### config.mk
export PLATFORM = sky130hd
export DESIGN_NAME = keyed_relay_sequencer_flat
export DESIGN_NICKNAME = d
export VERILOG_FILES = /design/src/rtl/core/krs_pkg.sv /design/src/rtl/core/krs_if.sv /design/src/rtl/core/krs_seq.sv /design/src/rtl/core/keyed_relay_sequencer.sv /design/src/flat_wrapper.sv
export SDC_FILE = /design/constraint.sdc
export NUM_CORES = 1
export LEC_CHECK = 0
export ABC_AREA = 1
export BUFFER_PORTS_ARGS = -buffer_cell sky130_fd_sc_hd__buf_2
export CORE_ASPECT_RATIO = 1.4
export CORE_UTILIZATION = 64
export CTS_CLUSTER_DIAMETER = 200
export DETAILED_ROUTE_END_ITERATION = 6
export PLACE_DENSITY = 0.84
export SLEW_MARGIN = 20
export SYNTH_ARGS = -nofsm -noshare
export SYNTH_HDL_FRONTEND = slang
export SYNTH_SLANG_ARGS = --single-unit
### constraint.sdc
create_clock -name i_clk -period 5.44 [get_ports i_clk]
set_input_delay 0.544 -clock i_clk [delete_from_list [all_inputs] [get_ports i_clk]]
set_output_delay 0.544 -clock i_clk [all_outputs]
set_load 0.03 [all_outputs]
### src/rtl/core/krs_pkg.sv
package krs_pkg;

    localparam int KEY_W   = 8;
    localparam int SW_W    = 8;
    localparam int DELAY_W = 16;
    localparam int ID_W    = 4;
    localparam int STEP_W  = 4;
    localparam int SEQ_W   = 3;
    localparam int CFG_IDX_W  = 2;
    localparam int CFG_DATA_W = 16;

    typedef logic [SEQ_W-1:0] t_seq;

    localparam t_seq SEQ_IDLE  = 3'd0;
    localparam t_seq SEQ_ONE   = 3'd1;
    localparam t_seq SEQ_TWO   = 3'd2;
    localparam t_seq SEQ_THREE = 3'd3;
    localparam t_seq SEQ_FOUR  = 3'd4;
    localparam t_seq SEQ_FIVE  = 3'd5;
    localparam t_seq SEQ_SIX   = 3'd6;

    localparam logic [KEY_W-1:0] KEY_FIRST_SEQ = 8'd1;
    localparam logic [KEY_W-1:0] KEY_LAST_SEQ  = 8'd6;
    localparam logic [KEY_W-1:0] KEY_SEVEN     = 8'd7;
    localparam logic [KEY_W-1:0] KEY_EIGHT     = 8'd8;

    localparam logic [ID_W-1:0] RELAY_SIX   = 4'd6;
    localparam logic [ID_W-1:0] RELAY_SEVEN = 4'd7;
    localparam logic [ID_W-1:0] RELAY_EIGHT = 4'd8;

    localparam logic [CFG_IDX_W-1:0] CFG_STEP_DELAY  = 2'd0;
    localparam logic [CFG_IDX_W-1:0] CFG_ENABLE_LEFT  = 2'd1;
    localparam logic [CFG_IDX_W-1:0] CFG_ENABLE_RIGHT = 2'd2;

    localparam logic [DELAY_W-1:0] RST_STEP_DELAY   = 16'd1000;
    localparam logic [SW_W-1:0]    RST_ENABLE_LEFT  = 8'd1;
    localparam logic [SW_W-1:0]    RST_ENABLE_RIGHT = 8'd4;

    localparam logic [ID_W-1:0] SEQ25_ID [0:2] = '{4'd8, 4'd6, 4'd7};
    localparam logic [2:0]      SEQ25_LV = 3'b011;
    localparam logic [ID_W-1:0] SEQ3_ID [0:8] =
        '{4'd3, 4'd8, 4'd4, 4'd5, 4'd1, 4'd3, 4'd4, 4'd5, 4'd7};
    localparam logic [8:0]      SEQ3_LV = 9'b111100000;
    localparam logic [ID_W-1:0] SEQ6_ID [0:2] = '{4'd3, 4'd8, 4'd4};

    typedef struct packed {
        logic [ID_W-1:0] relay_id;
        logic            relay_level;
        logic            last_write;
    } t_result;

    typedef struct packed {
        logic [1:0] count;
        t_result    res0;
        t_result    res1;
    } t_gen;

    typedef struct packed {
        logic [DELAY_W-1:0] step_delay;
        logic [SW_W-1:0]    enable_left;
        logic [SW_W-1:0]    enable_right;
    } t_cfg;

    typedef struct packed {
        logic            known;
        logic            hit;
        logic [ID_W-1:0] relay_id;
        logic            relay_level;
        logic            fin;
    } t_step_look;

    function automatic t_step_look step_lookup(t_seq seq, logic [STEP_W-1:0] idx);
        t_step_look r;
        r = '0;
        case (seq)
            SEQ_TWO, SEQ_FIVE: begin
                r.known = 1'b1;
                if (idx < 4'd3) begin
                    r.hit         = 1'b1;
                    r.relay_id    = SEQ25_ID[idx[1:0]];
                    r.relay_level = SEQ25_LV[idx[1:0]];
                    r.fin         = (idx == 4'd2);
                end
            end
            SEQ_THREE: begin
                r.known = 1'b1;
                if (idx < 4'd9) begin
                    r.hit         = 1'b1;
                    r.relay_id    = SEQ3_ID[idx];
                    r.relay_level = SEQ3_LV[idx];
                    r.fin         = (idx == 4'd8);
                end
            end
            SEQ_FOUR: begin
                r.known = 1'b1;
                if (idx == 4'd0) begin
                    r.hit         = 1'b1;
                    r.relay_id    = RELAY_SIX;
                    r.relay_level = 1'b0;
                    r.fin         = 1'b1;
                end
            end
            SEQ_SIX: begin
                r.known = 1'b1;
                if (idx < 4'd3) begin
                    r.hit         = 1'b1;
                    r.relay_id    = SEQ6_ID[idx[1:0]];
                    r.relay_level = 1'b0;
                    r.fin         = (idx == 4'd2);
                end
            end
            default: begin
                r = '0;
            end
        endcase
        return r;
    endfunction

endpackage

### src/rtl/core/krs_if.sv
interface krs_item_if;
    logic                      valid;
    logic                      ready;
    logic [krs_pkg::KEY_W-1:0] key_code;
    logic [krs_pkg::SW_W-1:0]  left_switch;
    logic [krs_pkg::SW_W-1:0]  right_switch;

    modport source (output valid, key_code, left_switch, right_switch, input ready);
    modport sink (input valid, key_code, left_switch, right_switch, output ready);
endinterface

interface krs_result_if;
    logic                     valid;
    logic                     ready;
    logic [krs_pkg::ID_W-1:0] relay_id;
    logic                     relay_level;
    logic                     last_write;

    modport source (output valid, relay_id, relay_level, last_write, input ready);
    modport sink (input valid, relay_id, relay_level, last_write, output ready);
endinterface

interface krs_cfg_if;
    logic                           valid;
    logic                           ready;
    logic [krs_pkg::CFG_IDX_W-1:0]  index;
    logic [krs_pkg::CFG_DATA_W-1:0] data;

    modport source (output valid, index, data, input ready);
    modport sink (input valid, index, data, output ready);
endinterface

### src/rtl/core/krs_seq.sv
module krs_seq (
    input  logic                      i_clk,
    input  logic                      i_rst_n,
    input  logic                      i_fire,
    input  logic [krs_pkg::KEY_W-1:0] i_key,
    input  logic [krs_pkg::SW_W-1:0]  i_left,
    input  logic [krs_pkg::SW_W-1:0]  i_right,
    input  krs_pkg::t_cfg             i_cfg,
    output krs_pkg::t_gen             o_gen
);

    krs_pkg::t_seq                    r_seq,  n_seq;
    logic [krs_pkg::STEP_W-1:0]       r_step, n_step;
    logic [krs_pkg::DELAY_W-1:0]      r_wait, n_wait;
    logic [krs_pkg::KEY_W-1:0]        r_prev, n_prev;
    logic                             r_h7, n_h7;
    logic                             r_h8, n_h8;
    logic                             r_t7, n_t7;
    logic                             r_t8, n_t8;

    logic                             mode;
    logic                             start;
    krs_pkg::t_seq                    seq;
    logic [krs_pkg::STEP_W-1:0]       step;
    logic [krs_pkg::DELAY_W-1:0]      wt;
    logic                             k7_up;
    logic                             k8_up;
    logic                             go;
    krs_pkg::t_step_look              look;
    logic                             tg_v;
    logic [krs_pkg::ID_W-1:0]         tg_id;
    logic                             tg_lv;
    logic                             st_v;
    logic [krs_pkg::ID_W-1:0]         st_id;
    logic                             st_lv;

    always_comb begin
        n_seq  = r_seq;
        n_step = r_step;
        n_wait = r_wait;
        n_prev = r_prev;
        n_h7   = r_h7;
        n_h8   = r_h8;
        n_t7   = r_t7;
        n_t8   = r_t8;
        tg_v   = 1'b0;
        tg_id  = '0;
        tg_lv  = 1'b0;
        st_v   = 1'b0;
        st_id  = '0;
        st_lv  = 1'b0;
        go     = 1'b0;

        mode  = (i_left == i_cfg.enable_left) && (i_right == i_cfg.enable_right);
        start = (i_key != r_prev)
             && (i_key inside {[krs_pkg::KEY_FIRST_SEQ:krs_pkg::KEY_LAST_SEQ]});
        seq   = start ? i_key[krs_pkg::SEQ_W-1:0] : r_seq;
        step  = start ? '0 : r_step;
        wt    = start ? '0 : r_wait;
        k7_up = (i_key == krs_pkg::KEY_SEVEN) && !(start ? 1'b0 : r_h7);
        k8_up = (i_key == krs_pkg::KEY_EIGHT) && !(start ? 1'b0 : r_h8);
        look  = krs_pkg::step_lookup(seq, step);

        if (!mode) begin
            n_seq  = krs_pkg::SEQ_IDLE;
            n_step = '0;
            n_wait = '0;
            n_prev = '0;
            n_h7   = 1'b0;
            n_h8   = 1'b0;
        end else begin
            n_seq  = seq;
            n_step = step;
            n_wait = wt;
            n_prev = i_key;
            n_h7   = (i_key == krs_pkg::KEY_SEVEN);
            n_h8   = (i_key == krs_pkg::KEY_EIGHT);

            if (seq == krs_pkg::SEQ_ONE) begin
                if (k7_up) begin
                    n_t8  = ~r_t8;
                    tg_v  = 1'b1;
                    tg_id = krs_pkg::RELAY_EIGHT;
                    tg_lv = ~r_t8;
                end
                if (step == '0) begin
                    st_v   = 1'b1;
                    st_id  = krs_pkg::RELAY_SIX;
                    st_lv  = 1'b0;
                    n_step = 4'd1;
                end
            end else begin
                if (seq == krs_pkg::SEQ_TWO) begin
                    if (k7_up) begin
                        n_t7  = ~r_t7;
                        tg_v  = 1'b1;
                        tg_id = krs_pkg::RELAY_SEVEN;
                        tg_lv = ~r_t7;
                    end
                    if (k8_up) begin
                        n_t8  = ~r_t8;
                        tg_v  = 1'b1;
                        tg_id = krs_pkg::RELAY_EIGHT;
                        tg_lv = ~r_t8;
                    end
                end
                if (seq != krs_pkg::SEQ_IDLE) begin
                    go = 1'b1;
                    if (step != '0) begin
                        if (wt < i_cfg.step_delay) begin
                            n_wait = wt + 16'd1;
                            go     = 1'b0;
                        end else begin
                            n_wait = '0;
                        end
                    end
                    if (go) begin
                        if (!look.known) begin
                            n_seq = krs_pkg::SEQ_IDLE;
                        end else if (look.hit) begin
                            st_v  = 1'b1;
                            st_id = look.relay_id;
                            st_lv = look.relay_level;
                            if (look.fin) begin
                                n_seq = krs_pkg::SEQ_IDLE;
                            end else begin
                                n_step = step + 4'd1;
                            end
                        end
                    end
                end
            end
        end
    end

    always_comb begin
        o_gen.count = {1'b0, tg_v} + {1'b0, st_v};
        o_gen.res0.relay_id    = tg_v ? tg_id : st_id;
        o_gen.res0.relay_level = tg_v ? tg_lv : st_lv;
        o_gen.res0.last_write  = !(tg_v && st_v);
        o_gen.res1.relay_id    = st_id;
        o_gen.res1.relay_level = st_lv;
        o_gen.res1.last_write  = 1'b1;
    end

    always_ff @(posedge i_clk) begin
        if (!i_rst_n) begin
            r_seq  <= krs_pkg::SEQ_IDLE;
            r_step <= '0;
            r_wait <= '0;
            r_prev <= '0;
            r_h7   <= 1'b0;
            r_h8   <= 1'b0;
            r_t7   <= 1'b0;
            r_t8   <= 1'b0;
        end else if (i_fire) begin
            r_seq  <= n_seq;
            r_step <= n_step;
            r_wait <= n_wait;
            r_prev <= n_prev;
            r_h7   <= n_h7;
            r_h8   <= n_h8;
            r_t7   <= n_t7;
            r_t8   <= n_t8;
        end
    end

    a_idle_step_zero: assert property (@(posedge i_clk) disable iff (!i_rst_n)
        i_fire && !mode |=> r_seq == krs_pkg::SEQ_IDLE && r_step == '0 && r_wait == '0)
        else $error("Sequence state not cleared outside the mode.");

    a_wait_bounded: assert property (@(posedge i_clk) disable iff (!i_rst_n)
        i_fire && mode && !start && r_seq != krs_pkg::SEQ_ONE
        && r_seq != krs_pkg::SEQ_IDLE && r_step != '0 && r_wait < i_cfg.step_delay
        |-> o_gen.count == {1'b0, tg_v})
        else $error("Sequence step taken during the wait.");

    a_toggle_hold: assert property (@(posedge i_clk) disable iff (!i_rst_n)
        i_fire && !mode |=> r_t7 == $past(r_t7) && r_t8 == $past(r_t8))
        else $error("Toggle state changed outside the mode.");

endmodule

### src/rtl/core/keyed_relay_sequencer.sv
// Keyed relay sequencer. Each input item is one remote tick carrying the key
// code and the two mode switch positions; each result item is one relay write
// with its relay number, level and a flag on the final write of that tick.
// A tick causes zero, one or two writes.
// All three channels use a valid and ready handshake. The configuration channel
// is always ready and writes step_delay, enable_left or enable_right
// by index; other indexes are ignored. Write it only while the block is idle.
// An accepted item is held in an input register until the result queue has
// room; the sequencer logic then loads its writes into a two-entry result
// queue, whose first entry is offered on the result channel.
// The block accepts one item per cycle while the receiver keeps up and each
// item gives at most one write. An item with two writes holds off the next
// item until its second write is being taken.
// Synchronous reset clears the sequence state, toggle bits and queues and loads
// the register defaults. When the receiver stalls, the queue holds its writes,
// the input register holds the next item and input ready falls.
module keyed_relay_sequencer (
    input  logic                 i_clk,
    input  logic                 i_rst_n,
    krs_item_if.sink             i_item,
    krs_result_if.source         o_result,
    krs_cfg_if.sink              i_cfg
);

    logic                        r_in_v;
    logic [krs_pkg::KEY_W-1:0]   r_key;
    logic [krs_pkg::SW_W-1:0]    r_left;
    logic [krs_pkg::SW_W-1:0]    r_right;
    krs_pkg::t_cfg               r_cfg;
    logic [1:0]                  r_cnt;
    krs_pkg::t_result            r_q0;
    krs_pkg::t_result            r_q1;

    krs_pkg::t_gen               gen;
    logic                        pop;
    logic                        out_free;
    logic                        fire;

    assign pop      = o_result.valid && o_result.ready;
    assign out_free = (r_cnt == 2'd0) || ((r_cnt == 2'd1) && pop);
    assign fire     = r_in_v && out_free;

    assign i_item.ready = !r_in_v || fire;
    assign i_cfg.ready  = 1'b1;

    assign o_result.valid       = (r_cnt != 2'd0);
    assign o_result.relay_id    = r_q0.relay_id;
    assign o_result.relay_level = r_q0.relay_level;
    assign o_result.last_write  = r_q0.last_write;

    krs_seq u_seq (
        .i_clk   (i_clk),
        .i_rst_n (i_rst_n),
        .i_fire  (fire),
        .i_key   (r_key),
        .i_left  (r_left),
        .i_right (r_right),
        .i_cfg   (r_cfg),
        .o_gen   (gen)
    );

    always_ff @(posedge i_clk) begin
        if (!i_rst_n) begin
            r_in_v <= 1'b0;
        end else if (i_item.valid && i_item.ready) begin
            r_in_v <= 1'b1;
        end else if (fire) begin
            r_in_v <= 1'b0;
        end
    end

    always_ff @(posedge i_clk) begin
        if (i_item.valid && i_item.ready) begin
            r_key   <= i_item.key_code;
            r_left  <= i_item.left_switch;
            r_right <= i_item.right_switch;
        end
    end

    always_ff @(posedge i_clk) begin
        if (!i_rst_n) begin
            r_cfg.step_delay   <= krs_pkg::RST_STEP_DELAY;
            r_cfg.enable_left  <= krs_pkg::RST_ENABLE_LEFT;
            r_cfg.enable_right <= krs_pkg::RST_ENABLE_RIGHT;
        end else if (i_cfg.valid && i_cfg.ready) begin
            case (i_cfg.index)
                krs_pkg::CFG_STEP_DELAY: begin
                    r_cfg.step_delay <= i_cfg.data;
                end
                krs_pkg::CFG_ENABLE_LEFT: begin
                    r_cfg.enable_left <= i_cfg.data[krs_pkg::SW_W-1:0];
                end
                krs_pkg::CFG_ENABLE_RIGHT: begin
                    r_cfg.enable_right <= i_cfg.data[krs_pkg::SW_W-1:0];
                end
                default: begin
                end
            endcase
        end
    end

    always_ff @(posedge i_clk) begin
        if (!i_rst_n) begin
            r_cnt <= 2'd0;
        end else if (fire) begin
            r_cnt <= gen.count;
        end else if (pop) begin
            r_cnt <= r_cnt - 2'd1;
        end
    end

    always_ff @(posedge i_clk) begin
        if (fire) begin
            r_q0 <= gen.res0;
            r_q1 <= gen.res1;
        end else if (pop) begin
            r_q0 <= r_q1;
        end
    end

    a_pair_drains: assert property (@(posedge i_clk) disable iff (!i_rst_n)
        pop && r_cnt == 2'd2 |=> r_cnt == 2'd1 && o_result.valid)
        else $error("Second write of an item lost.");

    a_first_not_last: assert property (@(posedge i_clk) disable iff (!i_rst_n)
        r_cnt == 2'd2 |-> !r_q0.last_write && r_q1.last_write)
        else $error("Last flag misplaced on a two-write item.");

    a_single_is_last: assert property (@(posedge i_clk) disable iff (!i_rst_n)
        r_cnt == 2'd1 |-> r_q0.last_write)
        else $error("Single pending write without last flag.");

    a_item_held: assert property (@(posedge i_clk) disable iff (!i_rst_n)
        r_in_v && !fire |=> r_in_v && $stable(r_key) && $stable(r_left))
        else $error("Pending item lost while the queue was full.");

endmodule
### src/flat_wrapper.sv
// flat-port wrapper written by rule: the top's interface ports become plain ports
module keyed_relay_sequencer_flat 
  (i_clk, i_rst_n, i_item_valid, i_item_key_code, i_item_left_switch, i_item_right_switch, i_item_ready, o_result_valid, o_result_relay_id, o_result_relay_level, o_result_last_write, o_result_ready, i_cfg_valid, i_cfg_index, i_cfg_data, i_cfg_ready);
  krs_item_if i_item_i ();
  krs_result_if o_result_i ();
  krs_cfg_if i_cfg_i ();
  input  logic i_clk;
  input  logic i_rst_n;
  input wire logic [$bits(i_item_i.valid)-1:0] i_item_valid;
  input wire logic [$bits(i_item_i.key_code)-1:0] i_item_key_code;
  input wire logic [$bits(i_item_i.left_switch)-1:0] i_item_left_switch;
  input wire logic [$bits(i_item_i.right_switch)-1:0] i_item_right_switch;
  output wire logic [$bits(i_item_i.ready)-1:0] i_item_ready;
  output wire logic [$bits(o_result_i.valid)-1:0] o_result_valid;
  output wire logic [$bits(o_result_i.relay_id)-1:0] o_result_relay_id;
  output wire logic [$bits(o_result_i.relay_level)-1:0] o_result_relay_level;
  output wire logic [$bits(o_result_i.last_write)-1:0] o_result_last_write;
  input wire logic [$bits(o_result_i.ready)-1:0] o_result_ready;
  input wire logic [$bits(i_cfg_i.valid)-1:0] i_cfg_valid;
  input wire logic [$bits(i_cfg_i.index)-1:0] i_cfg_index;
  input wire logic [$bits(i_cfg_i.data)-1:0] i_cfg_data;
  output wire logic [$bits(i_cfg_i.ready)-1:0] i_cfg_ready;
  assign i_item_i.valid = i_item_valid;
  assign i_item_i.key_code = i_item_key_code;
  assign i_item_i.left_switch = i_item_left_switch;
  assign i_item_i.right_switch = i_item_right_switch;
  assign i_item_ready = i_item_i.ready;
  assign o_result_valid = o_result_i.valid;
  assign o_result_relay_id = o_result_i.relay_id;
  assign o_result_relay_level = o_result_i.relay_level;
  assign o_result_last_write = o_result_i.last_write;
  assign o_result_i.ready = o_result_ready;
  assign i_cfg_i.valid = i_cfg_valid;
  assign i_cfg_i.index = i_cfg_index;
  assign i_cfg_i.data = i_cfg_data;
  assign i_cfg_ready = i_cfg_i.ready;
  keyed_relay_sequencer u_core (.i_clk(i_clk), .i_rst_n(i_rst_n), .i_item(i_item_i), .o_result(o_result_i), .i_cfg(i_cfg_i));
endmodule
* Word level (Yosys, flattened, before mapping)
Memories as Yosys holds them, arrays and structs flattened. Index checks and enable logic that the tools add are counted.
Word-level totals: register bits after elaboration 105, ROM bits 80, input port bits 47, output and inout port bits 9, logic and storage cells 188, memories 2
Memory list:
- (name not given) | words 16, width 4, read ports 1, clocked after memory_dff 0, wr ports 0, line krs_pkg.sv:89 | r.relay_id = SEQ3_ID[idx];
- (name not given) | words 16, width 1, read ports 1, clocked after memory_dff 0, wr ports 0, line krs_pkg.sv:90 | r.relay_level = SEQ3_LV[idx];
Operators by class: $add $sub $neg 4, magnitude comparators 9, equal/unequal tests 17, muxes and demuxes 98, bitwise gates (word level) 5, reduce and logical (&&, ||, !) cells 32
Operators by type and width (number):
- 2-to-1 mux 4 bit | 27
- 2-to-1 mux 16 bit | 6
- 2-to-1 mux 1 bit | 42
- one-hot mux 8 bit (4 select lines) | 1
- 2-to-1 mux 3 bit | 10
- 2-to-1 mux 7 bit | 4
- adder 16 x 1 -> 16 bit (second input constant) | 1
- binary-select mux 4 bit (select 2 bit) | 2
- == test 8 bit | 2
- < comparator 16 bit | 1
- 2-to-1 mux 6 bit | 2
- logical AND 1 bit | 10
- AND reduction 5 bit | 2
- nonzero test 2 bit | 5
- == test 3 bit (second input constant) | 3
- == test 8 x 3 -> 1 bit (second input constant) | 1
- == test 8 x 4 -> 1 bit (second input constant) | 1
- >= comparator 8 x 1 -> 1 bit (second input constant) | 1
- less-or-equal comparator 8 x 3 -> 1 bit (second input constant) | 1
- 2-to-1 mux 8 bit | 1
- != test 8 bit | 1
- == test 3 x 2 -> 1 bit (second input constant) | 2
- AND reduction 2 bit | 3
- >= comparator 5 bit (second input constant) | 1
- other kinds (26) | 35

* Depth between registers and ports, before layout
Gate-level depths: netlist (run 1).
depth in word-level cells 19, mapped depth 25

* Hierarchy
Synthesis (run 1) repeated with hierarchy kept, for this count alone.
Unflattened totals: cells, all modules 795, area total of the unflattened synthesis 5944.5 µm²
By module, submodules not included:
- krs_seq | instances 1, cells each 561, area an instance 3424.5 µm², sequential area each 700.7 µm²
- keyed_relay_sequencer | instances 1, cells each 234, area an instance 2519.9 µm², sequential area each 1781.7 µm²

* Worst setup path after synthesis (run 1)
OpenSTA, ideal clock, no wires.
path kind register to register, start register u_core.r_key[7] (netlist bit), end register u_core.r_cnt[0], library setup time 0.132 ns, arrival time 3.470 ns, required time 5.308 ns, path slack 1.837 ns, cell stages (with the launch flop) 22, path buffers 2, cell sequence edfxtp_1 -> inv_1 -> nand2_1 -> nor3_1 -> nand2_1 -> nor2_1 -> nand2_2 -> buf_6 -> buf_2 -> nand2_1 -> inv_1 -> ha_1 -> a21oi_1 -> nand3b_1 -> a21oi_1 -> a2111oi_0 -> nand3_2 -> nand3_2 -> nand2_2 -> ha_1 -> o21ai_0 -> a21oi_1
On the way: cells in the longest elaborated chain, start to end 16, elaborated cells between the ends (all ways) 53, classes of those cells add/sub: 1; order compare: 5; eq/ne: 9; mux: 28; reduce/logical: 10
Ends and longest elaborated chain:
- start: declaration | line keyed_relay_sequencer.sv:26 | logic [krs_pkg::KEY_W-1:0] r_key;
- start signal: assignment | line keyed_relay_sequencer.sv:74 | r_key <= i_item.key_code;
- >= comparator 8 x 1 -> 1 bit / less-or-equal comparator 8 x 3 -> 1 bit (equally long branches) | line krs_seq.sv:56 | && (i_key inside {[krs_pkg::KEY_FIRST_SEQ:krs_pkg::KEY_LAST_SEQ]});
- logical AND 1 bit (2 in series) | line krs_seq.sv:56
- 2-to-1 mux 16 bit | line krs_seq.sv:59 | wt = start ? '0 : r_wait;
- < comparator 16 bit | line krs_seq.sv:110 | if (wt < i_cfg.step_delay) begin
- 2-to-1 mux 1 bit | line krs_seq.sv:110
- 2-to-1 mux 1 bit | line krs_seq.sv:109 | if (step != '0) begin
- 2-to-1 mux 1 bit | line krs_seq.sv:107 | if (seq != krs_pkg::SEQ_IDLE) begin
- 2-to-1 mux 1 bit | line krs_seq.sv:79 | if (seq == krs_pkg::SEQ_ONE) begin
- 2-to-1 mux 1 bit | line krs_seq.sv:64 | if (!mode) begin
- 2-to-1 mux 1 bit | line krs_seq.sv:117 | if (go) begin
- 2-to-1 mux 1 bit | line krs_seq.sv:107
- 2-to-1 mux 1 bit | line krs_seq.sv:79
- 2-to-1 mux 1 bit | line krs_seq.sv:64
- adder 1 x 1 -> 2 bit (*) | line krs_seq.sv:137 | o_gen.count = {1'b0, tg_v} + {1'b0, st_v};
- 2-to-1 mux 2 bit (*) | line keyed_relay_sequencer.sv:105 | end else if (fire) begin
- end signal: assignment | line keyed_relay_sequencer.sv:106 | r_cnt <= gen.count;
- end signal: assignment | line keyed_relay_sequencer.sv:108 | r_cnt <= r_cnt - 2'd1;
- end: declaration | line keyed_relay_sequencer.sv:30 | logic [1:0] r_cnt;
Mark *: on every way between the ends. The rest lies on a longest branch, timed or not. The select of a mux whose other input is x is not followed. A chain may end at the register's enable or synchronous reset.

* Worst setup path in the final report (run 1)
start register u_core.r_key[2] (netlist bit), end register u_core.r_cnt[0]
Same word-level chain as after synthesis.

==> results of run 1 <==
## kinds of logic (layout without fill, tap and decap cells)
| logic type | Yosys count | after routing | synth area share [%] |
|---|---|---|---|
| XOR/XNOR | 22 | 22 | 3.27 |
| AND/OR/NAND/NOR | 335 | 335 | 26.6 |
| buffers and inverters | 119 | 174 | 8.22 |
| adder cells (fa/ha/maj) | 26 | 26 | 5.52 |
| flip-flops | 105 | 105 | 41.6 |
| other | 1 | 1 | 0.0637 |
| AO/OA/AOI/OAI | 147 | 147 | 14.7 |
## routing by layer
layer / vias up / global-route usage, % / part of all wire (%)
li1: 2595 / - / -
met1: 2430 / 29.8 / 39
met2: 165 / 55.4 / 54
met3: 37 / 4.91 / 4.1
met4: 0 / 14.0 / 3.0
met5: - / 0 / 0
## how the worst max path moves through the flow
stage | slack, ps | startpoint | to | cells past startpoint
after floorplan | 1840 | u_core.r_key[7] | u_core.r_cnt[0] | 21
after global placement | 1370 | u_core.r_key[2] | u_core.r_cnt[0] | 17
after detailed placement | 1220 | u_core.r_key[2] | u_core.r_cnt[0] | 17
after CTS | 1200 | u_core.r_key[0] | u_core.r_cnt[0] | 19
after global routing | 760 | u_core.r_key[1] | u_core.r_cnt[0] | 19
final | 1160 | u_core.r_key[2] | u_core.r_cnt[0] | 17
## state kept, by name (all words and copies together), names as in the netlist, 2 cells and up
name	cells
u_core.u_seq.r_step	4
u_core.r_cnt	2
u_core.r_key	8
u_core.u_seq.r_prev	8
u_core.u_seq.r_seq	3
u_core.o_result.relay_id	4
u_core.r_right	8
u_core.u_seq.r_wait	16
u_core.r_cfg	32
u_core.r_q1	5
u_core.r_left	8
## stage by stage
stage	power [mW]	hold WS, ps	util, %
final	1.83	357	72.6
after global routing	1.89	347	72.6
after floorplan	1.11	433	-
after global placement	1.18	452	69.3
after CTS	1.83	353	72.6
after detailed placement	1.19	455	69.3
## power breakdown
| part | internal (mW) | leakage [nW] | switching, mW | total (mW) |
|---|---|---|---|---|
| Clock | 0.328 | 0.148 | 0.326 | 0.653 |
| Sequential | 0.879 | 0.904 | 0.0251 | 0.904 |
| Combinational | 0.0812 | 1.74 | 0.188 | 0.269 |
## cells in the final DEF (no fill, tap or decap), drive strengths merged, types with 2 or more instances in the layout
| cell type | Yosys | layout |
|---|---|---|
| o31ai | 2 | 2 |
| xor2 | 6 | 6 |
| a21oi | 75 | 75 |
| a31oi | 4 | 4 |
| nor4 | 2 | 2 |
| nand2 | 194 | 194 |
| nand4 | 11 | 11 |
| o22ai | 3 | 3 |
| or2 | 7 | 7 |
| o21ai | 43 | 43 |
| clkinv | 4 | 7 |
| nor2 | 63 | 63 |
| edfxtp | 35 | 35 |
| nand3 | 45 | 45 |
| clkbuf | 14 | 9 |
| nor3 | 11 | 11 |
| dfxtp | 70 | 70 |
| buf | 6 | 59 |
| xnor2 | 16 | 16 |
| inv | 95 | 99 |
| ha | 26 | 26 |
| o211ai | 12 | 12 |
| nand3b | 2 | 2 |
## area by class of cell
cell class | instances | area (um2)
timing repair buffer | 59 | 308
tap | 107 | 134
fill | 654 | 2460
clock inverter | 7 | 78.8
multi-input combinational | 531 | 2950
inverter | 99 | 372
clock buffer | 9 | 225
sequential | 105 | 2450
## worst max-delay path: cells and delay by family, from the launching register on
family	cells	cell delay, ps
adder cells (fa/ha/maj)	2	560
AND/OR/NAND/NOR	9	1550
buffers and inverters	1	310
AO/OA/AOI/OAI	4	1020
XOR/XNOR	1	180
flip-flops	1	520
==> key figures, run 1 <==
Routing
  • Final ANT Viol Nets: 0
  • DR iter-0 viols: 358
  • Drc violations: 0
  • Via count: 5227
  • First-pass iteration count of the detailed router: 5
  • Vias per inst: 5.70
  • Final WL: 13600 um
  • Wire per inst: 14.8 um

Layout
  • Post-route insts no fill: 917
  • Post-Layout Inst Area: 6520 um2
  • P&R area growth vs syn: 10.8%
  • Fraction of layout cells with a size suffix above 1: 16.8%
  • Post-layout nets: 878
  • N_diodes: 0

Yosys
  • Yosys reg bits: 105
  • Synth Net Count: 828
  • Syn Inst Count: 755
  • Post-synthesis sequential area ratio: 41.6%
  • Post-synth cell types: 49
  • Leading area contributor after synthesis: dfxtp_1
  • Synth top cells by count: nand2_1, inv_1, a21oi_1, dfxtp_1, nor2_1
  • Synth Cell Area: 5890 um2
  • Yosys top cell area share: 23.8%
  • Async SR Flop Fraction: 0%
  • Syn avg cell area: 7.80 um2
  • Most area-consuming cells after synthesis: dfxtp_1, edfxtp_1, nand2_1
  • Yosys warns: 0
  • Post-synth EDFFs: 35
  • Most common cell in the synthesized netlist: nand2_1
  • Ys flop type: dfxtp_1

Floorplan
  • Die H: 115 um
  • Die Area: 9590 um2
  • # rows: 41
  • Core area: 8980 um2
  • Die width: 83.1 um
  • IO Pins: 56
  • Initial Utilization: 65.6%

Global route
  • GRT Total Usage: 28.6%
  • Initial antenna violation count: 0
  • Largest net degree at the start of global routing: 41
  • First-pass GRT wire length: 22000 um
  • GR Overflow Total: 0
  • Vias in the first global route: 5028

Clocking
  • # resized after CTS: 0
  • Clock sinks: 105
  • TritonCTS buffer count: 9
  • Setup bufs post-CTS: 0
  • Post-CTS Hold Buffers: 0
  • Clock buffer depth: 2
  • Clock Pin Slew Worst Setup and Hold Paths: 80 ps
  • Max H-tree Level: 3
  • Root buffer cell: clkbuf_16
  • Clock Latency Late Sink: 360 ps
  • CTS tree: built

Placed design
  • Pre-CTS setup slack: 1220 ps
  • Post-placement cell count: 901
  • DP HPWL: 9940 um
  • Placer Congestion: 0.969
  • Port bufs: 54
  • Placed Area: 6220 um2

Setup path
  • Crit. End Element: register
  • FF-to-FF Start: u_core.r_key[2]
  • Critical Path AT: 4510 ps
  • Worst setup SP type: register
  • Critical path's slowest cell: a2111oi_0
  • Crit path kind: reg2reg
  • Crit-path cells: xnor2_1 > nand2_1 > nor2_1 > nand2_2 > nand2_2 > clkinv_1 > nor2_1 > ha_1 > nand4_1 > a21oi_1 > a2111oi_0 > nand3_2 > nand3_2 > nand2_2 > ha_1 > o21ai_0 > a21oi_1
  • Reg-to-reg endpoint: u_core.r_cnt[0]
  • R2R cell count: 17
  • Slowest Stage Delay on Critical Path: 720 ps
  • Flop2flop setup slack: 1160 ps
  • Worst-path maximum fanout: 14
  • CP Data Required Time: 5670 ps
  • Most used cell, CP: nand2_2

Timing
  • Fin. max-slew vios: 0
  • Worst slew margin: 35.3%
  • Final hold vios: 0
  • Final setup margin: 1160 ps
  • Slew @ Worst Pin: 967 ps
  • Period utilization: 78.6%
  • Final Setup Violations: 0
  • RSZ-0062 raised after global routing: false
  • Clock Skews: 8.40 ps
  • Final setup TNS: 0 ps
  • Peak Freq: 234 MHz
  • Final Critical Period: 4280 ps

Job
  • Max_cap viols: 0

Worst hold path
  • Hold Crit Depth: 1
  • Hold Path End: u_core.r_right[0]
  • Worst Hold Class: in2reg
  • Hold path start: i_item_right_switch[0]

Pwr
  • Power per cell area: 280 nW/um2
  • Peak supply drop: 0.000282 V
  • LEAKAGE: 2.79 nW

Status
  • Status: finished clean
No activity file was read; power rests on OpenSTA's default activity.
==> run 2: changes to the inputs <==
- ABC_AREA: 1 -> 0
- CORE_UTILIZATION: 64 -> 60
- PLACE_DENSITY: 0.84 -> 0.8
- clock period: 5.44 -> 4.3 ns (I/O delays scaled with it)
==> run 2 against run 1 <==
Compared with the run above: area after synthesis shrank 1.6%; sequential cell count is the same; critical path depth shrank 2; sequential power grew 21%; maximum frequency grew 3.1%; global-route usage shrank 0.20 points; non-clock buffer count grew 16; clock power grew 24%; critical endpoint unchanged; highest routed layer unchanged.
==> key figures, run 2 <==
Pwr
  • Overall power: 2.12 mW (+16%)
  • Peak supply drop: 0.000297 V (+5.1%)
  • Power per cell area: 323 nW/um2 (+15%)
  • LEAKAGE: 2.58 nW (-7.5%)

Clocking
  • Post-CTS Hold Buffers: 0 (unchanged)
  • Clock Pin Slew Worst Setup and Hold Paths: 70 ps (about the same)
  • Root buffer cell: clkbuf_16
  • Clock Latency Late Sink: 350 ps (about the same)
  • Max H-tree Level: 3 (unchanged)
  • TritonCTS buffer count: 9 (unchanged)
  • Clock sinks: 105 (unchanged)
  • CTS tree: built
  • Clock buffer depth: 2 (unchanged)

Yosys
  • Most area-consuming cells after synthesis: dfxtp_1, edfxtp_1, ha_1
  • Synth Net Count: 724 (-13%)
  • Leading area contributor after synthesis: dfxtp_1
  • Async SR Flop Fraction: 0% (unchanged)
  • Post-synth EDFFs: 35 (unchanged)
  • Syn Inst Count: 651 (-14%)
  • Yosys warns: 0 (unchanged)
  • Synth top cells by count: nand2_1, dfxtp_1, nor2_1, a21oi_1, edfxtp_1
  • Synth Cell Area: 5800 um2 (-1.6%)
  • Syn avg cell area: 8.90 um2 (+14%)
  • Yosys reg bits: 105 (unchanged)
  • Post-synth cell types: 74 (+51%)
  • Yosys top cell area share: 24.2% (+0.38 points)
  • Post-synthesis sequential area ratio: 42.3% (+0.67 points)
  • Most common cell in the synthesized netlist: nand2_1
  • Ys flop type: dfxtp_1

Setup path
  • Critical Path AT: 4410 ps (-100 ps)
  • Launch point of the worst path: u_core.r_key[4]
  • Critical path's slowest cell: or4_4
  • Crit. End Element: register
  • Crit path kind: reg2reg
  • Crit-path cells: or4_4 > nor4b_4 > o21ai_4 > and2_1 > ha_1 > a21oi_1 > o21ai_0 > a221oi_1 > o21a_1 > nand2_1 > o22ai_4 > a21oi_1 > ha_1 > nor2_1 > a211oi_1
  • Worst-path maximum fanout: 12 (-2)
  • CP Data Required Time: 4560 ps (-1110 ps)
  • Slowest Stage Delay on Critical Path: 600 ps (-120 ps)
  • Worst setup SP type: register
  • FF-to-FF Start: u_core.r_key[4]
  • Flop2flop setup slack: 150 ps (-1010 ps)

Timing
  • Final setup TNS: 0 ps (unchanged)
  • Final hold vios: 0 (unchanged)
  • Worst slew margin: 33.4% (-1.8 points)
  • Slew @ Worst Pin: 997 ps (+29.7 ps)
  • Period utilization: 96.5% (+18 points)
  • Final Setup Violations: 0 (unchanged)
  • Fin. max-slew vios: 0 (unchanged)
  • Clock Skews: 7.50 ps (-0.900 ps)
  • Peak Freq: 241 MHz (+3.1%)
  • Final Critical Period: 4150 ps (-128 ps)
  • Min Hold Slack: 248 ps (-109 ps)
  • RSZ-0062 raised after global routing: true

Placed design
  • Post-placement cell count: 797 (-12%)
  • Placer Congestion: 0.950 (-1.9%)
  • DP HPWL: 9900 um (-0.38%)
  • Port bufs: 54 (unchanged)
  • Placed Area: 6200 um2 (-0.20%)

Routing
  • Via count: 5070 (-3.0%)
  • First-pass iteration count of the detailed router: 5 (unchanged)
  • DR iter-0 viols: 429 (+20%)
  • Final WL: 14100 um (+3.7%)
  • Vias per inst: 6.21 (+8.9%)
  • Final ANT Viol Nets: 0 (unchanged)
  • Drc violations: 0 (unchanged)
  • Wire per inst: 17.2 um (+16%)

Global route
  • Initial antenna violation count: 0 (unchanged)
  • GRT Total Usage: 28.4% (-0.20 points)
  • Largest net degree at the start of global routing: 56 (+37%)
  • First-pass GRT wire length: 22600 um (+2.7%)
  • Vias in the first global route: 4887 (-2.8%)
  • GR Overflow Total: 0 (unchanged)

Floorplan
  • Die Area: 10100 um2 (+4.9%)
  • Core area: 9410 um2 (+4.8%)
  • IO Pins: 56 (unchanged)
  • Die width: 85.1 um (+2.4%)
  • # rows: 42 (+2.4%)
  • Die H: 118 um (+2.4%)
  • Initial Utilization: 61.6% (-4.0 points)

Layout
  • P&R area growth vs syn: 13.1%
  • FF/Latch Area: 2450 um2 (unchanged)
  • Fraction of layout cells with a size suffix above 1: 16.0% (-0.81 points)
  • Largest reg by FF count: u_core.r_cfg
  • Post-Layout Inst Area: 6560 um2 (+0.54%)
  • Max reg flops: 32 (unchanged)
  • Post-route insts no fill: 817 (-11%)
  • Multi-input gate area: 3110 um2 (+5.3%)
  • N_diodes: 0 (unchanged)
  • Most frequent cells in the layout: nand2_1, dfxtp_1, nor2_1, buf_2, a21oi_1
  • Leading cell type in the layout, fill and taps excluded: nand2_1
  • Post-layout nets: 775 (-12%)
  • Filler cell count: 736 (+13%)
  • Regs by FF count: u_core.r_cfg x32, u_core.u_seq.r_wait x16

Job
  • Max_cap viols: 0 (unchanged)

Worst hold path
  • Worst Hold Class: in2reg
  • Hold path start: i_item_left_switch[5]

Status
  • Status: finished clean
run 2: cell types whose count changed in the layout (fill, tap and decap cells not counted), sizes merged, moves of 6 or more:
cell	previous run	this run
inv	99	35
o21ai	43	21
and4	0	6
mux2i	0	22
and2	0	17
nand3	45	21
xnor2	16	31
nor2b	0	6
nand2	194	84
a22oi	1	7
o21a	0	6
a21oi	75	47
buf	59	75
run 2: per-stage QoR:
step	util [%]	setup WS [ps]
2_1_floorplan	-	80.7
6_report	69.7	152
3_3_place_gp	66.0	197
4_1_cts	69.1	15.3
3_5_place_dp	66.0	27.5
5_1_grt	69.7	-19.6
run 2: logic make-up (layout without fill, tap and decap cells):
group | count (synthesis) | count (layout) | share of synthesized area, %
AO/OA/AOI/OAI | 134 | 135 | 15.7
XOR/XNOR | 32 | 32 | 4.84
adder cells (fa/ha/maj) | 26 | 26 | 5.61
buffers and inverters | 69 | 124 | 4.64
flip-flops | 105 | 105 | 42.3
multiplexers | 25 | 25 | 4.45
other | 1 | 1 | 0.0647
AND/OR/NAND/NOR | 259 | 259 | 22.4
run 2: per-layer routing:
metal | wire length (um) | track usage [%] | part of all wire, %
met1 | 5440 | 31.4 | 39
met2 | 7480 | 52.0 | 53
met3 | 584 | 3.70 | 4.1
met4 | 568 | 15.0 | 4.0
met5 | 0 | 0 | 0
run 2: path summary, 6_finish.rpt:
check                endpoint  cells past startpoint
max reg2reg   u_core.r_cnt[0]                     15
min reg2reg  u_core.r_cfg[18]                      2
min          u_core.r_left[5]                      1
max           u_core.r_cnt[0]                     15
run 2: final cells by class:
| cell class | instances | area share (%) |
|---|---|---|
| sequential | 105 | 37.4 |
| inverter | 33 | 1.89 |
| tap | 110 | 2.10 |
| timing repair buffer | 75 | 6.64 |
| clock inverter | 7 | 1.11 |
| clock buffer | 9 | 3.44 |
| multi-input combinational | 478 | 47.4 |
run 2: worst max-delay path, delay by kind of cell (launching register included):
family	cells	cell delay (ps)
compound gates	8	1680
simple gates	5	1340
fa+ha+maj	2	620
flops	1	430
run 2: what timing repair did:
| action | 4_1_cts | 5_1_grt |
|---|---|---|
| buffers inserted | 0 | 2 |
| setup endpoints to repair | 0 | 19 |
| gates resized for setup | 0 | 2 |
run 2: power by group:
part | internal, mW | switching (mW)
clock network | 0.410 | 0.402
logic | 0.0774 | 0.138
registers | 1.07 | 0.0205
